==> src/hdl/sse_pkg.sv <==
// ---------------------------------------------------------------------------
// sse_pkg
// Shared types, constants and helper functions of the subset sum enumerator.
// ---------------------------------------------------------------------------
package sse_pkg;

  // largest element the search handles
  localparam int unsigned MAX_ELEMENTS = 32;

  // field and state widths
  localparam int unsigned MASK_W  = 32;
  localparam int unsigned IDX_W   = 6;
  localparam int unsigned SUM_W   = 10;
  localparam int unsigned CNT_W   = 32;
  localparam int unsigned BIT_W   = 5;
  localparam int unsigned APB_AW  = 3;
  localparam int unsigned APB_DW  = 32;

  // register index codes (taken from paddr[2])
  localparam logic REG_SET_SIZE   = 1'b0;
  localparam logic REG_TARGET_SUM = 1'b1;

  // sequencer states
  typedef enum logic [1:0] {
    ST_IDLE,
    ST_DESCEND,
    ST_BACKUP,
    ST_DONE
  } sse_state_t;

  // evaluation of one search step, step unit to sequencer
  typedef struct packed {
    logic              hit;       // running sum equals target
    logic              dead;      // current branch cannot reach target
    logic              j_zero;    // backtrack scan ran off the bottom
    logic              j_bit;     // scanned element is in the subset
    logic [MASK_W-1:0] inc_mask;  // state after including the next element
    logic [SUM_W-1:0]  inc_sum;
    logic [IDX_W-1:0]  inc_idx;
    logic [MASK_W-1:0] bk_mask;   // state after dropping the scanned element
    logic [SUM_W-1:0]  bk_sum;
    logic [IDX_W-1:0]  bk_idx;
  } sse_step_t;

  // triangular number k*(k+1)/2 for k up to MAX_ELEMENTS
  function automatic logic [SUM_W-1:0] tri_num(input logic [IDX_W-1:0] k);
    logic [2*IDX_W-1:0] p;
    p = (2*IDX_W)'(k) * ((2*IDX_W)'(k) + (2*IDX_W)'(1));
    return p[SUM_W:1];
  endfunction

  // set size capped at MAX_ELEMENTS
  function automatic logic [IDX_W-1:0] eff_size(input logic [IDX_W-1:0] n);
    return (n > IDX_W'(MAX_ELEMENTS)) ? IDX_W'(MAX_ELEMENTS) : n;
  endfunction

endpackage

==> src/hdl/sse_step_unit.sv <==
// ---------------------------------------------------------------------------
// sse_step_unit
// Shared step evaluator: judges the current search node for a descent step
// and tests one element for a backtracking step.
// ---------------------------------------------------------------------------
module sse_step_unit (
  input  logic [sse_pkg::IDX_W-1:0]  set_size,
  input  logic [sse_pkg::SUM_W-1:0]  target_sum,
  input  logic [sse_pkg::MASK_W-1:0] mask,
  input  logic [sse_pkg::IDX_W-1:0]  idx,
  input  logic [sse_pkg::SUM_W-1:0]  sum,
  input  logic [sse_pkg::IDX_W-1:0]  scan_j,
  output sse_pkg::sse_step_t         step
);

  logic [sse_pkg::IDX_W-1:0]  n_eff;
  logic [sse_pkg::SUM_W:0]    sum_plus_i;
  logic [sse_pkg::SUM_W-1:0]  rem;
  logic [sse_pkg::SUM_W:0]    sum_plus_rem;
  logic [sse_pkg::IDX_W-1:0]  i_m1;
  logic [sse_pkg::IDX_W-1:0]  j_m1;
  logic                       over_n;

  assign n_eff  = sse_pkg::eff_size(set_size);
  assign i_m1   = idx - sse_pkg::IDX_W'(1);
  assign j_m1   = scan_j - sse_pkg::IDX_W'(1);
  assign over_n = idx > n_eff;

  // pruning bounds: overshoot and what is left to add
  assign sum_plus_i   = (sse_pkg::SUM_W+1)'(sum) + (sse_pkg::SUM_W+1)'(idx);
  assign rem          = sse_pkg::tri_num(n_eff) - sse_pkg::tri_num(i_m1);
  assign sum_plus_rem = (sse_pkg::SUM_W+1)'(sum) + (sse_pkg::SUM_W+1)'(rem);

  always_comb begin
    step.hit  = sum == target_sum;
    step.dead = over_n
             || (sum_plus_i > (sse_pkg::SUM_W+1)'(target_sum))
             || (sum_plus_rem < (sse_pkg::SUM_W+1)'(target_sum));

    // include the next element
    step.inc_mask = mask;
    step.inc_mask[i_m1[sse_pkg::BIT_W-1:0]] = 1'b1;
    step.inc_sum  = sum + sse_pkg::SUM_W'(idx);
    step.inc_idx  = idx + sse_pkg::IDX_W'(1);

    // backtrack scan: test one element, drop it if it was chosen
    step.j_zero  = scan_j == '0;
    step.j_bit   = mask[j_m1[sse_pkg::BIT_W-1:0]];
    step.bk_mask = mask;
    step.bk_mask[j_m1[sse_pkg::BIT_W-1:0]] = 1'b0;
    step.bk_sum  = sum - sse_pkg::SUM_W'(scan_j);
    step.bk_idx  = scan_j + sse_pkg::IDX_W'(1);
  end

endmodule

==> src/hdl/sse_ctrl.sv <==
// ---------------------------------------------------------------------------
// sse_ctrl
// Search sequencer: holds the search state, steps it through the shared
// step unit and loads the result word into the output register.
// ---------------------------------------------------------------------------
module sse_ctrl (
  input  logic                       clk,
  input  logic                       rst_n,
  input  logic [sse_pkg::IDX_W-1:0]  set_size,
  input  logic [sse_pkg::SUM_W-1:0]  target_sum,
  input  logic                       in_valid,
  output logic                       in_stall,
  input  logic                       in_restart,
  output logic                       out_valid,
  input  logic                       out_stall,
  output logic [sse_pkg::MASK_W-1:0] out_subset_mask,
  output logic                       out_found,
  output logic [sse_pkg::CNT_W-1:0]  out_solution_count,
  input  sse_pkg::sse_step_t         step,
  output logic [sse_pkg::MASK_W-1:0] mask,
  output logic [sse_pkg::IDX_W-1:0]  idx,
  output logic [sse_pkg::SUM_W-1:0]  sum,
  output logic [sse_pkg::IDX_W-1:0]  scan_j
);

  sse_pkg::sse_state_t        state_r, state_nxt;
  logic [sse_pkg::MASK_W-1:0] mask_r, mask_nxt;
  logic [sse_pkg::IDX_W-1:0]  idx_r, idx_nxt;
  logic [sse_pkg::SUM_W-1:0]  sum_r, sum_nxt;
  logic [sse_pkg::IDX_W-1:0]  j_r, j_nxt;
  logic [sse_pkg::CNT_W-1:0]  total_r, total_nxt;
  logic                       over_r, over_nxt;
  logic                       got_r, got_nxt;
  logic                       oval_r, oval_nxt;
  logic [sse_pkg::MASK_W-1:0] omask_r, omask_nxt;
  logic                       ofound_r, ofound_nxt;
  logic [sse_pkg::CNT_W-1:0]  ocnt_r, ocnt_nxt;
  logic                       accept;
  logic                       out_free;

  assign accept   = in_valid && (state_r == sse_pkg::ST_IDLE);
  assign out_free = !oval_r || !out_stall;

  // control registers
  always_ff @(posedge clk) begin
    if (!rst_n) begin
      state_r <= sse_pkg::ST_IDLE;
      mask_r  <= '0;
      idx_r   <= sse_pkg::IDX_W'(1);
      sum_r   <= '0;
      total_r <= '0;
      over_r  <= 1'b1;
      oval_r  <= 1'b0;
    end else begin
      state_r <= state_nxt;
      mask_r  <= mask_nxt;
      idx_r   <= idx_nxt;
      sum_r   <= sum_nxt;
      total_r <= total_nxt;
      over_r  <= over_nxt;
      oval_r  <= oval_nxt;
    end
  end

  // payload registers
  always_ff @(posedge clk) begin
    j_r      <= j_nxt;
    got_r    <= got_nxt;
    omask_r  <= omask_nxt;
    ofound_r <= ofound_nxt;
    ocnt_r   <= ocnt_nxt;
  end

  // sequencer
  always_comb begin
    state_nxt  = state_r;
    mask_nxt   = mask_r;
    idx_nxt    = idx_r;
    sum_nxt    = sum_r;
    j_nxt      = j_r;
    total_nxt  = total_r;
    over_nxt   = over_r;
    got_nxt    = got_r;
    omask_nxt  = omask_r;
    ofound_nxt = ofound_r;
    ocnt_nxt   = ocnt_r;
    oval_nxt   = oval_r && out_stall;

    case (state_r)
      sse_pkg::ST_IDLE: begin
        if (accept) begin
          if (in_restart) begin
            mask_nxt  = '0;
            idx_nxt   = sse_pkg::IDX_W'(1);
            sum_nxt   = '0;
            total_nxt = '0;
            over_nxt  = (set_size == '0) || (target_sum == '0);
            got_nxt   = 1'b0;
            state_nxt = over_nxt ? sse_pkg::ST_DONE : sse_pkg::ST_DESCEND;
          end else if (over_r) begin
            got_nxt   = 1'b0;
            state_nxt = sse_pkg::ST_DONE;
          end else begin
            // leave the last solution through its latest inclusion
            j_nxt     = idx_r - sse_pkg::IDX_W'(1);
            state_nxt = sse_pkg::ST_BACKUP;
          end
        end
      end

      sse_pkg::ST_DESCEND: begin
        if (step.hit) begin
          got_nxt   = 1'b1;
          state_nxt = sse_pkg::ST_DONE;
        end else if (!step.dead) begin
          mask_nxt = step.inc_mask;
          sum_nxt  = step.inc_sum;
          idx_nxt  = step.inc_idx;
        end else begin
          j_nxt     = idx_r - sse_pkg::IDX_W'(1);
          state_nxt = sse_pkg::ST_BACKUP;
        end
      end

      sse_pkg::ST_BACKUP: begin
        if (step.j_zero) begin
          got_nxt   = 1'b0;
          state_nxt = sse_pkg::ST_DONE;
        end else if (step.j_bit) begin
          mask_nxt  = step.bk_mask;
          sum_nxt   = step.bk_sum;
          idx_nxt   = step.bk_idx;
          state_nxt = sse_pkg::ST_DESCEND;
        end else begin
          j_nxt = j_r - sse_pkg::IDX_W'(1);
        end
      end

      sse_pkg::ST_DONE: begin
        // hand the result word over once the output register is free
        if (out_free) begin
          if (got_r) begin
            if (total_r != '1) begin
              total_nxt = total_r + sse_pkg::CNT_W'(1);
            end
          end else begin
            over_nxt = 1'b1;
          end
          omask_nxt  = got_r ? mask_r : '0;
          ofound_nxt = got_r;
          ocnt_nxt   = total_nxt;
          oval_nxt   = 1'b1;
          state_nxt  = sse_pkg::ST_IDLE;
        end
      end

      default: begin
        state_nxt = sse_pkg::ST_IDLE;
      end
    endcase
  end

  assign in_stall           = state_r != sse_pkg::ST_IDLE;
  assign out_valid          = oval_r;
  assign out_subset_mask    = omask_r;
  assign out_found          = ofound_r;
  assign out_solution_count = ocnt_r;
  assign mask               = mask_r;
  assign idx                = idx_r;
  assign sum                = sum_r;
  assign scan_j             = j_r;

endmodule

==> src/hdl/subset_sum_enumerator_top.sv <==
// ---------------------------------------------------------------------------
// subset_sum_enumerator_top
// Enumerates, one word per request, the subsets of 1..n that sum to a target.
// ---------------------------------------------------------------------------
// Each request word (restart=1 starts over, restart=0 asks for the next
// subset) returns one result word: the subset as a bit mask, a found flag
// and the saturating count of subsets since the last restart; found=0 with
// a zero mask means the search is exhausted. The search is a depth-first
// backtracking walk driven by one shared step unit: each step of the walk
// either judges and extends the current branch or tests one element while
// backtracking, and the result word is then loaded into the output register;
// how long a request takes is data dependent. in_stall stays high while a
// request is being worked on. set_size sits at byte address 0 and target_sum
// at 4 on the configuration port; both must be written only while the block
// is idle, and the block itself does not enforce this.
// ---------------------------------------------------------------------------
module subset_sum_enumerator_top (
  input  logic                        clk,
  input  logic                        rst_n,
  // configuration port
  input  logic                        cfg_psel,
  input  logic                        cfg_penable,
  input  logic                        cfg_pwrite,
  input  logic [sse_pkg::APB_AW-1:0]  cfg_paddr,
  input  logic [sse_pkg::APB_DW-1:0]  cfg_pwdata,
  output logic [sse_pkg::APB_DW-1:0]  cfg_prdata,
  output logic                        cfg_pready,
  // request channel
  input  logic                        in_valid,
  output logic                        in_stall,
  input  logic                        in_restart,
  // result channel
  output logic                        out_valid,
  input  logic                        out_stall,
  output logic [sse_pkg::MASK_W-1:0]  out_subset_mask,
  output logic                        out_found,
  output logic [sse_pkg::CNT_W-1:0]   out_solution_count
);

  logic [sse_pkg::IDX_W-1:0]  set_size_r;
  logic [sse_pkg::SUM_W-1:0]  target_sum_r;
  logic                       cfg_wr;
  logic                       reg_sel;
  sse_pkg::sse_step_t         step;
  logic [sse_pkg::MASK_W-1:0] mask;
  logic [sse_pkg::IDX_W-1:0]  idx;
  logic [sse_pkg::SUM_W-1:0]  sum;
  logic [sse_pkg::IDX_W-1:0]  scan_j;

  assign cfg_pready = 1'b1;
  assign cfg_wr     = cfg_psel && cfg_penable && cfg_pwrite && cfg_pready;
  assign reg_sel    = cfg_paddr[2];

  // configuration registers
  always_ff @(posedge clk) begin
    if (!rst_n) begin
      set_size_r   <= sse_pkg::IDX_W'(1);
      target_sum_r <= sse_pkg::SUM_W'(1);
    end else if (cfg_wr) begin
      case (reg_sel)
        sse_pkg::REG_SET_SIZE:   set_size_r   <= cfg_pwdata[sse_pkg::IDX_W-1:0];
        sse_pkg::REG_TARGET_SUM: target_sum_r <= cfg_pwdata[sse_pkg::SUM_W-1:0];
        default: begin
        end
      endcase
    end
  end

  // register read back
  always_comb begin
    case (reg_sel)
      sse_pkg::REG_SET_SIZE:   cfg_prdata = sse_pkg::APB_DW'(set_size_r);
      sse_pkg::REG_TARGET_SUM: cfg_prdata = sse_pkg::APB_DW'(target_sum_r);
      default:                 cfg_prdata = '0;
    endcase
  end

  sse_step_unit u_step (
    .set_size   (set_size_r),
    .target_sum (target_sum_r),
    .mask       (mask),
    .idx        (idx),
    .sum        (sum),
    .scan_j     (scan_j),
    .step       (step)
  );

  sse_ctrl u_ctrl (
    .clk                (clk),
    .rst_n              (rst_n),
    .set_size           (set_size_r),
    .target_sum         (target_sum_r),
    .in_valid           (in_valid),
    .in_stall           (in_stall),
    .in_restart         (in_restart),
    .out_valid          (out_valid),
    .out_stall          (out_stall),
    .out_subset_mask    (out_subset_mask),
    .out_found          (out_found),
    .out_solution_count (out_solution_count),
    .step               (step),
    .mask               (mask),
    .idx                (idx),
    .sum                (sum),
    .scan_j             (scan_j)
  );

`ifndef ASSERT_OFF
  // a taken request makes the block busy in the cycle after it is taken
  a_busy_after_accept: assert property (@(posedge clk) disable iff (!rst_n)
    (in_valid && !in_stall) |=> in_stall)
    else $error("request accepted but block not busy");

  // an exhausted search reports an empty mask
  a_empty_mask: assert property (@(posedge clk) disable iff (!rst_n)
    (out_valid && !out_found) |-> (out_subset_mask == '0))
    else $error("mask not empty on exhausted search");

  // a found subset is always counted
  a_count_found: assert property (@(posedge clk) disable iff (!rst_n)
    (out_valid && out_found) |-> (out_solution_count != '0))
    else $error("found subset with zero count");
`endif

endmodule
==> config.mk <==
export PLATFORM = sky130hd
export DESIGN_NAME = subset_sum_enumerator_top
export DESIGN_NICKNAME = d
export VERILOG_FILES = /design/src/hdl/sse_pkg.sv /design/src/hdl/sse_step_unit.sv /design/src/hdl/sse_ctrl.sv /design/src/hdl/subset_sum_enumerator_top.sv
export SDC_FILE = /design/constraint.sdc
export NUM_CORES = 1
export LEC_CHECK = 0
export BUFFER_PORTS_ARGS = -buffer_cell sky130_fd_sc_hd__buf_2
export CAP_MARGIN = 20
export CORE_MARGIN = 5
export CORE_UTILIZATION = 30
export DETAILED_ROUTE_END_ITERATION = 12
export GPL_TIMING_DRIVEN = 0
export SETUP_SLACK_MARGIN = 0.05
export SYNTH_ARGS = -nofsm -noshare
export SYNTH_HDL_FRONTEND = slang
export SYNTH_SLANG_ARGS = --single-unit
export TNS_END_PERCENT = 50
==> constraint.sdc <==
create_clock -name clk -period 20.3 [get_ports clk]
set_input_delay 1.015 -clock clk [delete_from_list [all_inputs] [get_ports clk]]
set_output_delay 1.015 -clock clk [all_outputs]
set_load 0.1 [all_outputs]
==> results by group, run 1 <==
Routing
  – Antenna Nets Post-Route: 0
  – Met2 WL post-DR: approximately 19000 µm
  – WL per Instance: 16.6 µm
  – Drt drc: 0
  – Detailed router's first-iteration violation count: 949
  – Detailed-route via count: roughly 11000
  – Met3 wire length: 1780 µm
  – Pre-antenna DRT Iters: 5
  – Post-Route WL: 37400 µm
  – Vias/cell: 5.05
  – Routed met1 length: 16200 µm
  – DR top layer: met5

CTS
  – Total CTS buffers: 17
  – Clock tree buffer depth: 2
  – Clock sinks: 172
  – Cts repair resizes: 0
  – Hold Buf Count CTS: 0
  – Worst-Skew Late Latency: 460 ps
  – CTS clk-pin slew, worst paths: about 70 ps
  – H-tree levels: 4
  – Root buffer cell: clkbuf_16
  – Postcts setup bufs: 0
  – CTS tree: built

Global route
  – Number of global-route vias before repair: 11200
  – Largest net degree at the start of global routing: 30
  – Global-route wire length before repair: around 60000 µm
  – Initial antenna violation count: 1
  – Total GRT Usage: 15.0%
  – GRT Residual Overflow: 0

Synth
  – Synth cell types: 79
  – Synth warn: 0
  – EDFF count, synth: slightly above 70
  – Asr flop ratio synth: 0%
  – Netlist Area Pre-Place: 0.0133 mm²
  – Top FF cell, synth: dfxtp_1
  – Main area contributors after synthesis: edfxtp_1 (16%), dfxtp_1 (15%), ha_1 (11%)
  – FF+latch count, synth: ~170
  – Synth Instances: 1510
  – Sequential-to-total area share from yosys stat: 31.2%
  – Yosys top cell by area: edfxtp_1
  – Synth top area share: 16.2%
  – Syn avg cell area: 8.83 µm²

Critical path
  – Max incr delay on CP: 810 ps
  – CP top delay family: adder cells
  – Worst path slowest cell: a211oi_1
  – Crit path launch type: flop
  – Critical Path Sink Type: flop
  – Crit. path cell count: 34
  – Critical-path maximum fanout: 9
  – Critical path class: flop to flop
  – Most common cell on crit path: ha_1
  – Worst Path Buf+Inv: 5
  – Crit path DAT: 10400 ps
  – Critical Path RT: 20370 ps
  – Cells on worst reg2reg path: 34

Die
  – Ports: 143
  – Die extent in y: approximately 220 µm
  – Row cnt: 77
  – Initial core utilization: 30.2%
  – Die footprint: between 0.04 and 0.05 mm²
  – Chip Width: 221 µm
  – Core area: 0.0441 mm²

Placement
  – Routability cong.: between 0.9 and 1
  – Post-Place Worst Slack: 10050 ps
  – Post-detail-place hpwl: a little under 30000 µm
  – Placed insts: 2223
  – IO buf count: between 90 and 100

Final layout
  – Final net count: 1856
  – Layout Area Growth over Synthesis: 14.5%
  – Post-route insts no fill: 2255
  – Share of cells above drive strength 1: approximately 12%
  – Final core occ: 34.6%
  – Most frequent cells in the layout: nand2_1 (133), ha_1 (121), nor2_1 (117), inv_1 (116), buf_2 (104)
  – Number of diodes: 0
  – Commonest non-fill, non-tap cell in the layout: nand2_1

Timing
  – Worst slew pin tran: 974 ps
  – Max-slew violation count: 0
  – Clock skew: roughly 18 ps
  – Max-slew headroom: between 30% and 40%
  – Unrepaired setup endpoints after global routing: false
  – Fin crit period: 10320 ps
  – Fin. Hold Viols: 0
  – Total negative slack: 0 ps
  – Fin crit share: 50.9%
  – Hold slack: about 500 ps
  – Max Fclk: around 0.097 GHz
  – Final Worst Setup Slack: around 10000 ps
  – Endpoints failing setup: 0

Job
  – MaxCap Viol Count: 0

Run status
  – Status: completed

Worst hold path
  – Hold path cells: 1
  – HP Class: flop to flop

Power and ir drop
  – Worst vdd ir: 0.0787 mV
  – Leak pwr: 6.32 nW
  – Power density cells: 137 mW/mm²
synth_stat cells, types with 9 or more instances:
cell and instances:
nor2_1 117, fa_1 42, a211oi_1 30, o21ai_0 83
o21a_1 12, nand2b_1 30, a21o_1 14, buf_2 10
a21oi_1 98, a31oi_1 46, clkbuf_1 50, nor4_1 9
edfxtp_1 72, o21bai_1 11, buf_4 27, and3_1 16
and2_1 42, o31ai_1 9, nand3_1 40, inv_1 116
xor2_1 29, dfxtp_1 100, xnor2_1 66, nand2_1 133
nor3_1 17, ha_1 121, nand4_1 12, mux2i_1 15
nor2b_1 16
state kept, by name, indices dropped and copies added (netlist names):
register and flops:
u_ctrl.scan_j 6, set_size_r 6, u_ctrl.idx 6, u_ctrl.total_r 32, target_sum_r 10, u_ctrl.out_valid 1
u_ctrl.out_subset_mask 32, u_ctrl.sum 10, u_ctrl.got_r 1, u_ctrl.out_found 1, u_ctrl.out_solution_count 32, u_ctrl.over_r 1
u_ctrl.mask 32, u_ctrl.state_r 2
area by class of cell:
class / count / area [µm²]
fill: 4577 / 28900
multi-input combinational: 1147 / 8320
sequential: 172 / 4160
tap: 592 / 741
timing repair buffer: 96 / 510
buffer: 97 / 509
inverter: 119 / 447
clock buffer: 17 / 425
clock inverter: 15 / 146
layer usage:
metal  vias up  GRT usage (%)
met1      5446           19.1
met4         2           5.36
met5         -              0
met3        57           2.29
met2       336           26.0
li1       5550              -
worst reg2reg max path: cells and delay by family, from the launching register on:
kind | cells | cell delay, ps
and+or+nand+nor | 7 | 1330
DFF | 1 | 440
xor gates and xnor gates | 2 | 480
adders and majority gates | 10 | 3990
buffers and inverters | 5 | 800
AOI/OAI and AO/OA | 10 | 2900
final timing paths:
kind                startpoint                 to  slack, ps
min reg2reg  u_ctrl.total_r[8]  u_ctrl.total_r[8]        490
max              u_ctrl.idx[0]   u_ctrl.scan_j[4]       9980
max reg2reg      u_ctrl.idx[0]   u_ctrl.scan_j[4]       9980
min          u_ctrl.total_r[8]  u_ctrl.total_r[8]        490
stage by stage:
step	instance area (µm²)	power, mW
floorplan	13400	1.42
global placement	14600	1.74
detailed placement	14700	1.77
CTS	15300	2.10
global route	15300	2.25
finish	15300	2.10
power breakdown:
group / internal, mW / switching (mW)
clock: 0.163 / 0.161
sequential: 0.402 / 0.0422
combinational: 0.457 / 0.871
total: 1.02 / 1.07
cells by family after synthesis:
family,Yosys count,share of synthesized area (%)
multiplexers,29,2.98
adder cells (fa/ha/maj),163,17.7
AND/OR/NAND/NOR,467,17.3
other,2,0.0563
buffers and inverters,216,7.17
AO/OA/AOI/OAI,366,17.4
XOR/XNOR,95,6.24
flip-flops,172,31.2
Note: power is estimated with default switching activity, not from simulation.
==> run 2, diff against run 1 <==
==> constraint.sdc (replaced) <==
create_clock -name clk -period 10.66 [get_ports clk]
set_input_delay 0.533 -clock clk [delete_from_list [all_inputs] [get_ports clk]]
set_output_delay 0.533 -clock clk [all_outputs]
set_load 0.1 [all_outputs]
==> run 2 against run 1 <==
Worst setup slack got worse by 9400 ps. Worst hold slack got worse by 180 ps. Non-clock buffer count did not move. Sequential cell count did not move. Critical path depth rose by 2. Fmax rose by 2.6%. Clock power rose by 91%. Largest cell class unchanged.
==> results by group, run 2 (synthesis gave the netlist of run 1 again) <==
Run status
  – Status: completed

Critical path
  – Most common cell on crit path: ha_1
  – Crit path DAT: 10450 ps (+50 ps)
  – R2R Path Start: u_ctrl.idx[0]
  – Worst path slowest cell: a2111oi_2
  – Critical Path RT: 11060 ps (-9310 ps)
  – Worst Path Buf+Inv: 5 (unchanged)
  – Crit path launch type: flop
  – Critical-path maximum fanout: 9 (unchanged)
  – Cells on worst reg2reg path: 36 (+5.9%)
  – CP top delay family: adder cells
  – Critical path class: flop to flop
  – Max incr delay on CP: 610 ps (-200 ps)
  – RR Endpoint: u_ctrl.mask[11]
  – Worst R2R Setup Slack: 600 ps (-9370 ps)
  – Critical Path Sink Type: flop

Timing
  – Worst slew pin tran: 873 ps (-101 ps)
  – Max-slew headroom: 41.3% (+6.6 points)
  – Max-slew violation count: 0 (unchanged)
  – Max Fclk: 0.0994 GHz (+2.6%)
  – Fin crit share: 94.3% (+43 points)
  – Fin. Hold Viols: 0 (unchanged)
  – Total negative slack: 0 ps (unchanged)
  – Fin crit period: 10060 ps (-266 ps)
  – Unrepaired setup endpoints after global routing: false
  – Endpoints failing setup: 0 (unchanged)
  – Clock skew: 18.7 ps (+1.03 ps)

Global route
  – Global-route wire length before repair: 60100 µm (unchanged)
  – Largest net degree at the start of global routing: 30 (unchanged)
  – Total GRT Usage: 15.0% (unchanged)
  – Initial antenna violation count: 1 (unchanged)
  – Number of global-route vias before repair: 11200 (unchanged)
  – GRT Residual Overflow: 0 (unchanged)

Routing
  – Detailed router's first-iteration violation count: 976 (+2.8%)
  – Drt drc: 0 (unchanged)
  – Pre-antenna DRT Iters: 8 (+3)
  – Vias/cell: 5.07 (+0.29%)
  – WL per Instance: 16.6 µm (+0.17%)
  – Antenna Nets Post-Route: 0 (unchanged)
  – Detailed-route via count: 11400 (+0.29%)
  – Post-Route WL: 37500 µm (+0.17%)

CTS
  – Clock tree buffer depth: 2 (unchanged)
  – Total CTS buffers: 17 (unchanged)
  – Clock sinks: 172 (unchanged)
  – CTS tree: built
  – CTS clk-pin slew, worst paths: 80 ps (about the same)
  – Worst-Skew Late Latency: 460 ps (about the same)
  – Root buffer cell: clkbuf_16
  – H-tree levels: 4 (unchanged)
  – Hold Buf Count CTS: 0 (unchanged)

Die
  – Chip Width: 221 µm (unchanged)
  – Ports: 143 (unchanged)
  – Die extent in y: 221 µm (unchanged)
  – Core area: 0.0441 mm² (unchanged)
  – Die footprint: 0.0488 mm² (unchanged)
  – Initial core utilization: 30.2% (unchanged)
  – Row cnt: 77 (unchanged)

Power and ir drop
  – Worst vdd ir: 0.148 mV (+89%)
  – Psw: 2.06 mW (+92%)
  – Power density cells: 262 mW/mm² (+91%)
  – Leak pwr: 6.33 nW (about the same)
  – Flop pwr share: 21.1% (about the same)
  – Clk pwr share: 15.4% (about the same)
  – Logic pwr share: 63.5% (about the same)
  – Pint: 1.95 mW (+91%)
  – Sw frac: 51.3% (+0.061 points)

Placement
  – Routability cong.: 0.921 (unchanged)
  – IO buf count: 94 (unchanged)
  – Post-detail-place hpwl: 29100 µm (unchanged)
  – Placed insts: 2223 (unchanged)

Final layout
  – Post-route insts no fill: 2255 (unchanged)
  – Final net count: 1856 (unchanged)
  – Most frequent cells in the layout: nand2_1 (133), ha_1 (120), nor2_1 (117), inv_1 (116), buf_2 (104)
  – Layout Area Growth over Synthesis: 14.6%
  – Commonest non-fill, non-tap cell in the layout: nand2_1
  – Share of cells above drive strength 1: 12.5% (+0.24 points)
  – Number of diodes: 0 (unchanged)
  – Fill count: 4578 (+0.022%)
  – Area of the multi-input gates: 0.00834 mm² (+0.24%)
  – Register area: 0.00416 mm² (unchanged)

Worst hold path
  – Hold path cells: 3 (+2)
  – HP Class: primary input to flop
  – Hold Path Origin: cfg_pwdata[6]
  – Worst Hold Path EP: target_sum_r[6]

Job
  – MaxCap Viol Count: 0 (unchanged)
==> run 2: worst max path at each step <==
stage | end | startpoint | cells past startpoint | slack (ps)
6_report | u_ctrl.mask[11] | u_ctrl.idx[0] | 36 | 600
5_1_grt | u_ctrl.mask[31] | u_ctrl.idx[0] | 37 | 60
4_1_cts | u_ctrl.scan_j[4] | u_ctrl.idx[0] | 34 | 360
3_5_place_dp | u_ctrl.scan_j[4] | u_ctrl.idx[0] | 34 | 410
3_3_place_gp | u_ctrl.total_r[13] | u_ctrl.state_r[1] | 9 | 170
2_1_floorplan | u_ctrl.scan_j[0] | u_ctrl.idx[0] | 34 | 2130
==> run 2: metal layers <==
metal / share of wire, % / global-route usage (%) / wire [µm]
met1: 43 / 19.1 / 16200
met4: 2.5 / 5.36 / 951
met3: 5.0 / 2.29 / 1890
met2: 49 / 26.0 / 18400
met5: 0.019 / 0 / 7
==> run 2: repair_timing <==
item | CTS | global route
buffers inserted | 0 | 0
hold endpoints to repair | 0 | 0
setup endpoints to repair | 0 | 46
gates resized for setup | 0 | 4
==> run 2: layout make-up <==
type	count	area share [%]
sequential	172	27.2
inverter	119	2.92
clock inverter	15	0.958
multi-input combinational	1147	54.6
clock buffer	17	2.78
timing repair buffer	96	3.34
tap	592	4.85
buffer	97	3.33
==> run 2: metrics by stage <==
stage | hold slack (ps) | cell area, µm² | util, % | power (mW) | worst slack [ps]
floorplan | 439 | 13400 | - | 2.70 | 2130
global placement | 449 | 14600 | 33.2 | 3.31 | 169
detailed placement | 471 | 14700 | 33.3 | 3.36 | 412
CTS | 288 | 15300 | 34.6 | 3.99 | 360
global route | 314 | 15300 | 34.6 | 4.30 | 58.4
finish | 309 | 15300 | 34.6 | 4.01 | 603
==> run 2: power by group through the flow <==
stage	clock [mW]	combinational (mW)	sequential, mW
after CTS	0.630	2.52	0.844
after floorplan	0	1.75	0.948
after global placement	0	2.44	0.869
after detailed placement	0	2.51	0.858
final	0.619	2.55	0.845
after global routing	0.657	2.80	0.851
==> run 2: worst register-to-register path, delay by kind of cell, from the launching register on <==
kind	cells	cell delay, ps
adder cells (fa/ha/maj)	10	3770
AND/OR/NAND/NOR	8	1710
AO/OA/AOI/OAI	11	2690
XOR/XNOR	2	480
buffers and inverters	5	750
flip-flops	1	570
==> run 3, diff against run 2 <==
--- a/config.mk
+++ b/config.mk
@@ -7,8 +7,10 @@
 export LEC_CHECK = 0
 export BUFFER_PORTS_ARGS = -buffer_cell sky130_fd_sc_hd__buf_2
 export CAP_MARGIN = 20
+export CORE_ASPECT_RATIO = 0.9
 export CORE_MARGIN = 5
 export CORE_UTILIZATION = 30
+export CTS_BUF_LIST = sky130_fd_sc_hd__clkbuf_8
 export DETAILED_ROUTE_END_ITERATION = 12
 export GPL_TIMING_DRIVEN = 0
 export SETUP_SLACK_MARGIN = 0.05
==> run 3 against run 2 <==
Non-clock buffer count grew 1. Clock-buffer cell count grew 1. Cell area shrank 0.98%. Clock skew grew 1.9 ps. Fmax grew 1.6%.
==> results by group, run 3 (synthesis gave the netlist of run 1 again) <==
Routing
  – Vias/cell: 5.06 (-0.19%)
  – WL per Instance: 16.3 µm (-2.0%)
  – Detailed router's first-iteration violation count: 884 (-9.4%)
  – Post-Route WL: 36900 µm (-1.6%)
  – Drt drc: 0 (unchanged)
  – Detailed-route via count: 11400 (+0.21%)
  – Pre-antenna DRT Iters: 6 (-2)
  – Antenna Nets Post-Route: 0 (unchanged)

CTS
  – Clock sinks: 172 (unchanged)
  – Postcts setup bufs: 0 (unchanged)
  – Total CTS buffers: 17 (unchanged)
  – Worst-Skew Late Latency: 500 ps (+40 ps)
  – Clock tree buffer depth: 2 (unchanged)
  – CTS clk-pin slew, worst paths: 110 ps (+30 ps)
  – H-tree levels: 4 (unchanged)
  – CTS tree: built
  – Root buffer cell: clkbuf_8

Global route
  – Total GRT Usage: 14.8% (-0.23 points)
  – Number of global-route vias before repair: 11200 (-0.39%)
  – Global-route wire length before repair: 59000 µm (-1.9%)
  – Initial antenna violation count: 0 (-1)
  – GRT Residual Overflow: 0 (unchanged)
  – Largest net degree at the start of global routing: 31 (+3.3%)

Final layout
  – Final net count: 1857 (+0.054%)
  – Fill count: 4550 (-0.61%)
  – Register area: 0.00417 mm² (about the same)
  – Area of the multi-input gates: 0.00833 mm² (-0.13%)
  – Share of cells above drive strength 1: 12.4% (-0.068 points)
  – Commonest non-fill, non-tap cell in the layout: nand2_1
  – Number of diodes: 0 (unchanged)
  – Most frequent cells in the layout: nand2_1 (133), ha_1 (120), inv_1 (117), nor2_1 (117), buf_2 (105)
  – Layout Area Growth over Synthesis: 13.5%

Timing
  – Fin. Hold Viols: 0 (unchanged)
  – Final Worst Setup Slack: 759 ps (+156 ps)
  – Max Fclk: 0.101 GHz (+1.6%)
  – Clock skew: 20.6 ps (+1.91 ps)
  – Max-slew headroom: 31.4% (-9.8 points)
  – Fin crit share: 92.9% (-1.5 points)
  – Endpoints failing setup: 0 (unchanged)
  – Worst slew pin tran: 1020 ps (+146 ps)
  – Fin crit period: 9900 ps (-156 ps)
  – Unrepaired setup endpoints after global routing: false
  – Total negative slack: 0 ps (unchanged)
  – Max-slew violation count: 0 (unchanged)

Die
  – Initial core utilization: 30.2% (about the same)
  – Chip Width: 232 µm (+5.2%)
  – Die footprint: 0.0488 mm² (about the same)
  – Row cnt: 73 (-5.2%)
  – Die extent in y: 210 µm (-4.9%)
  – Core area: 0.0441 mm² (about the same)
  – Ports: 143 (unchanged)

Critical path
  – Critical path class: flop to flop
  – CP top delay family: adder cells
  – Most common cell on crit path: ha_1
  – Max incr delay on CP: 540 ps (-70 ps)
  – Crit path launch type: flop
  – Critical Path RT: 11050 ps (about the same)
  – Critical Path Sink Type: flop
  – Critical-path maximum fanout: 10 (+1)
  – Crit path DAT: 10290 ps (-160 ps)
  – Worst Path Buf+Inv: 8 (+3)
  – Worst R2R Setup Slack: 760 ps (+160 ps)
  – Worst path slowest cell: fa_1

Job
  – MaxCap Viol Count: 0 (unchanged)

Placement
  – Routability cong.: 0.900 (-2.3%)
  – Post-detail-place hpwl: 28600 µm (-1.8%)
  – Post-Place Worst Slack: 427 ps (+15.3 ps)
  – IO buf count: 94 (unchanged)

Worst hold path
  – HP Class: primary input to flop

Power and ir drop
  – Power density cells: 257 mW/mm² (-2.0%)
  – Leak pwr: 6.27 nW (-0.91%)
  – Pwr Total: 3.89 mW (-3.0%)
  – Worst vdd ir: 0.0989 mV (-33%)

Run status
  – Status: completed
## run 3: cell count changes in the layout (fill, tap and decap cells not counted), moves of 2 or more
cell	before	now
bufinv_16	0	3
clkbuf_16	17	0
clkbuf_8	0	18
clkinv_2	0	3
clkinv_8	2	0
clkinvlp_4	2	0
dfxtp_1	100	98
dfxtp_2	0	2
inv_4	3	0
inv_8	4	1
## run 3: worst paths after layout
| check | cells past startpoint | start | end |
|---|---|---|---|
| worst max register to register | 38 | u_ctrl.idx[0] | u_ctrl.mask[30] |
| worst max-delay path | 38 | u_ctrl.idx[0] | u_ctrl.mask[30] |
| worst min register to register | 1 | u_ctrl.total_r[8] | u_ctrl.total_r[8] |
| worst min-delay path | 3 | cfg_pwdata[7] | target_sum_r[7] |
## run 3: power by group
part	leakage [nW]	internal [mW]	switching, mW
registers	1.50	0.765	0.0798
clock network	0.218	0.239	0.264
logic	4.55	0.874	1.67
total	6.27	1.88	2.01
## run 3: tightest hold or removal path, stage by stage
cell and delay (ps):
buf_2 100, nand2_1 50, a21oi_1 50
## run 3: metal layers
metal / GRT usage, % / vias up / routed length (µm)
met5: 0 / - / 0
met2: 24.9 / 380 / 17200
met4: 5.36 / 0 / 1040
met1: 19.6 / 5430 / 16400
li1: - / 5564 / -
met3: 1.80 / 74 / 2190
## run 3: metrics by stage
stage	hold slack [ps]	std cells	cell area, µm²	util [%]
floorplan	439	1535	13400	-
global placement	446	2229	14700	33.2
detailed placement	477	2231	14700	33.3
CTS	244	2263	15100	34.3
global route	252	2264	15100	34.3
finish	268	2264	15100	34.3
## run 3: final cells by class
cell class | count | area share (%)
timing repair buffer | 97 | 3.41
tap | 600 | 4.96
multi-input combinational | 1147 | 55.0
clock inverter | 14 | 1.11
inverter | 119 | 2.95
clock buffer | 18 | 1.64
sequential | 172 | 27.5
buffer | 97 | 3.36
## run 3: timing repair
item	CTS	global route
gates resized for setup	0	4
endpoints found under the setup margin	0	40
hold buffers	0	0
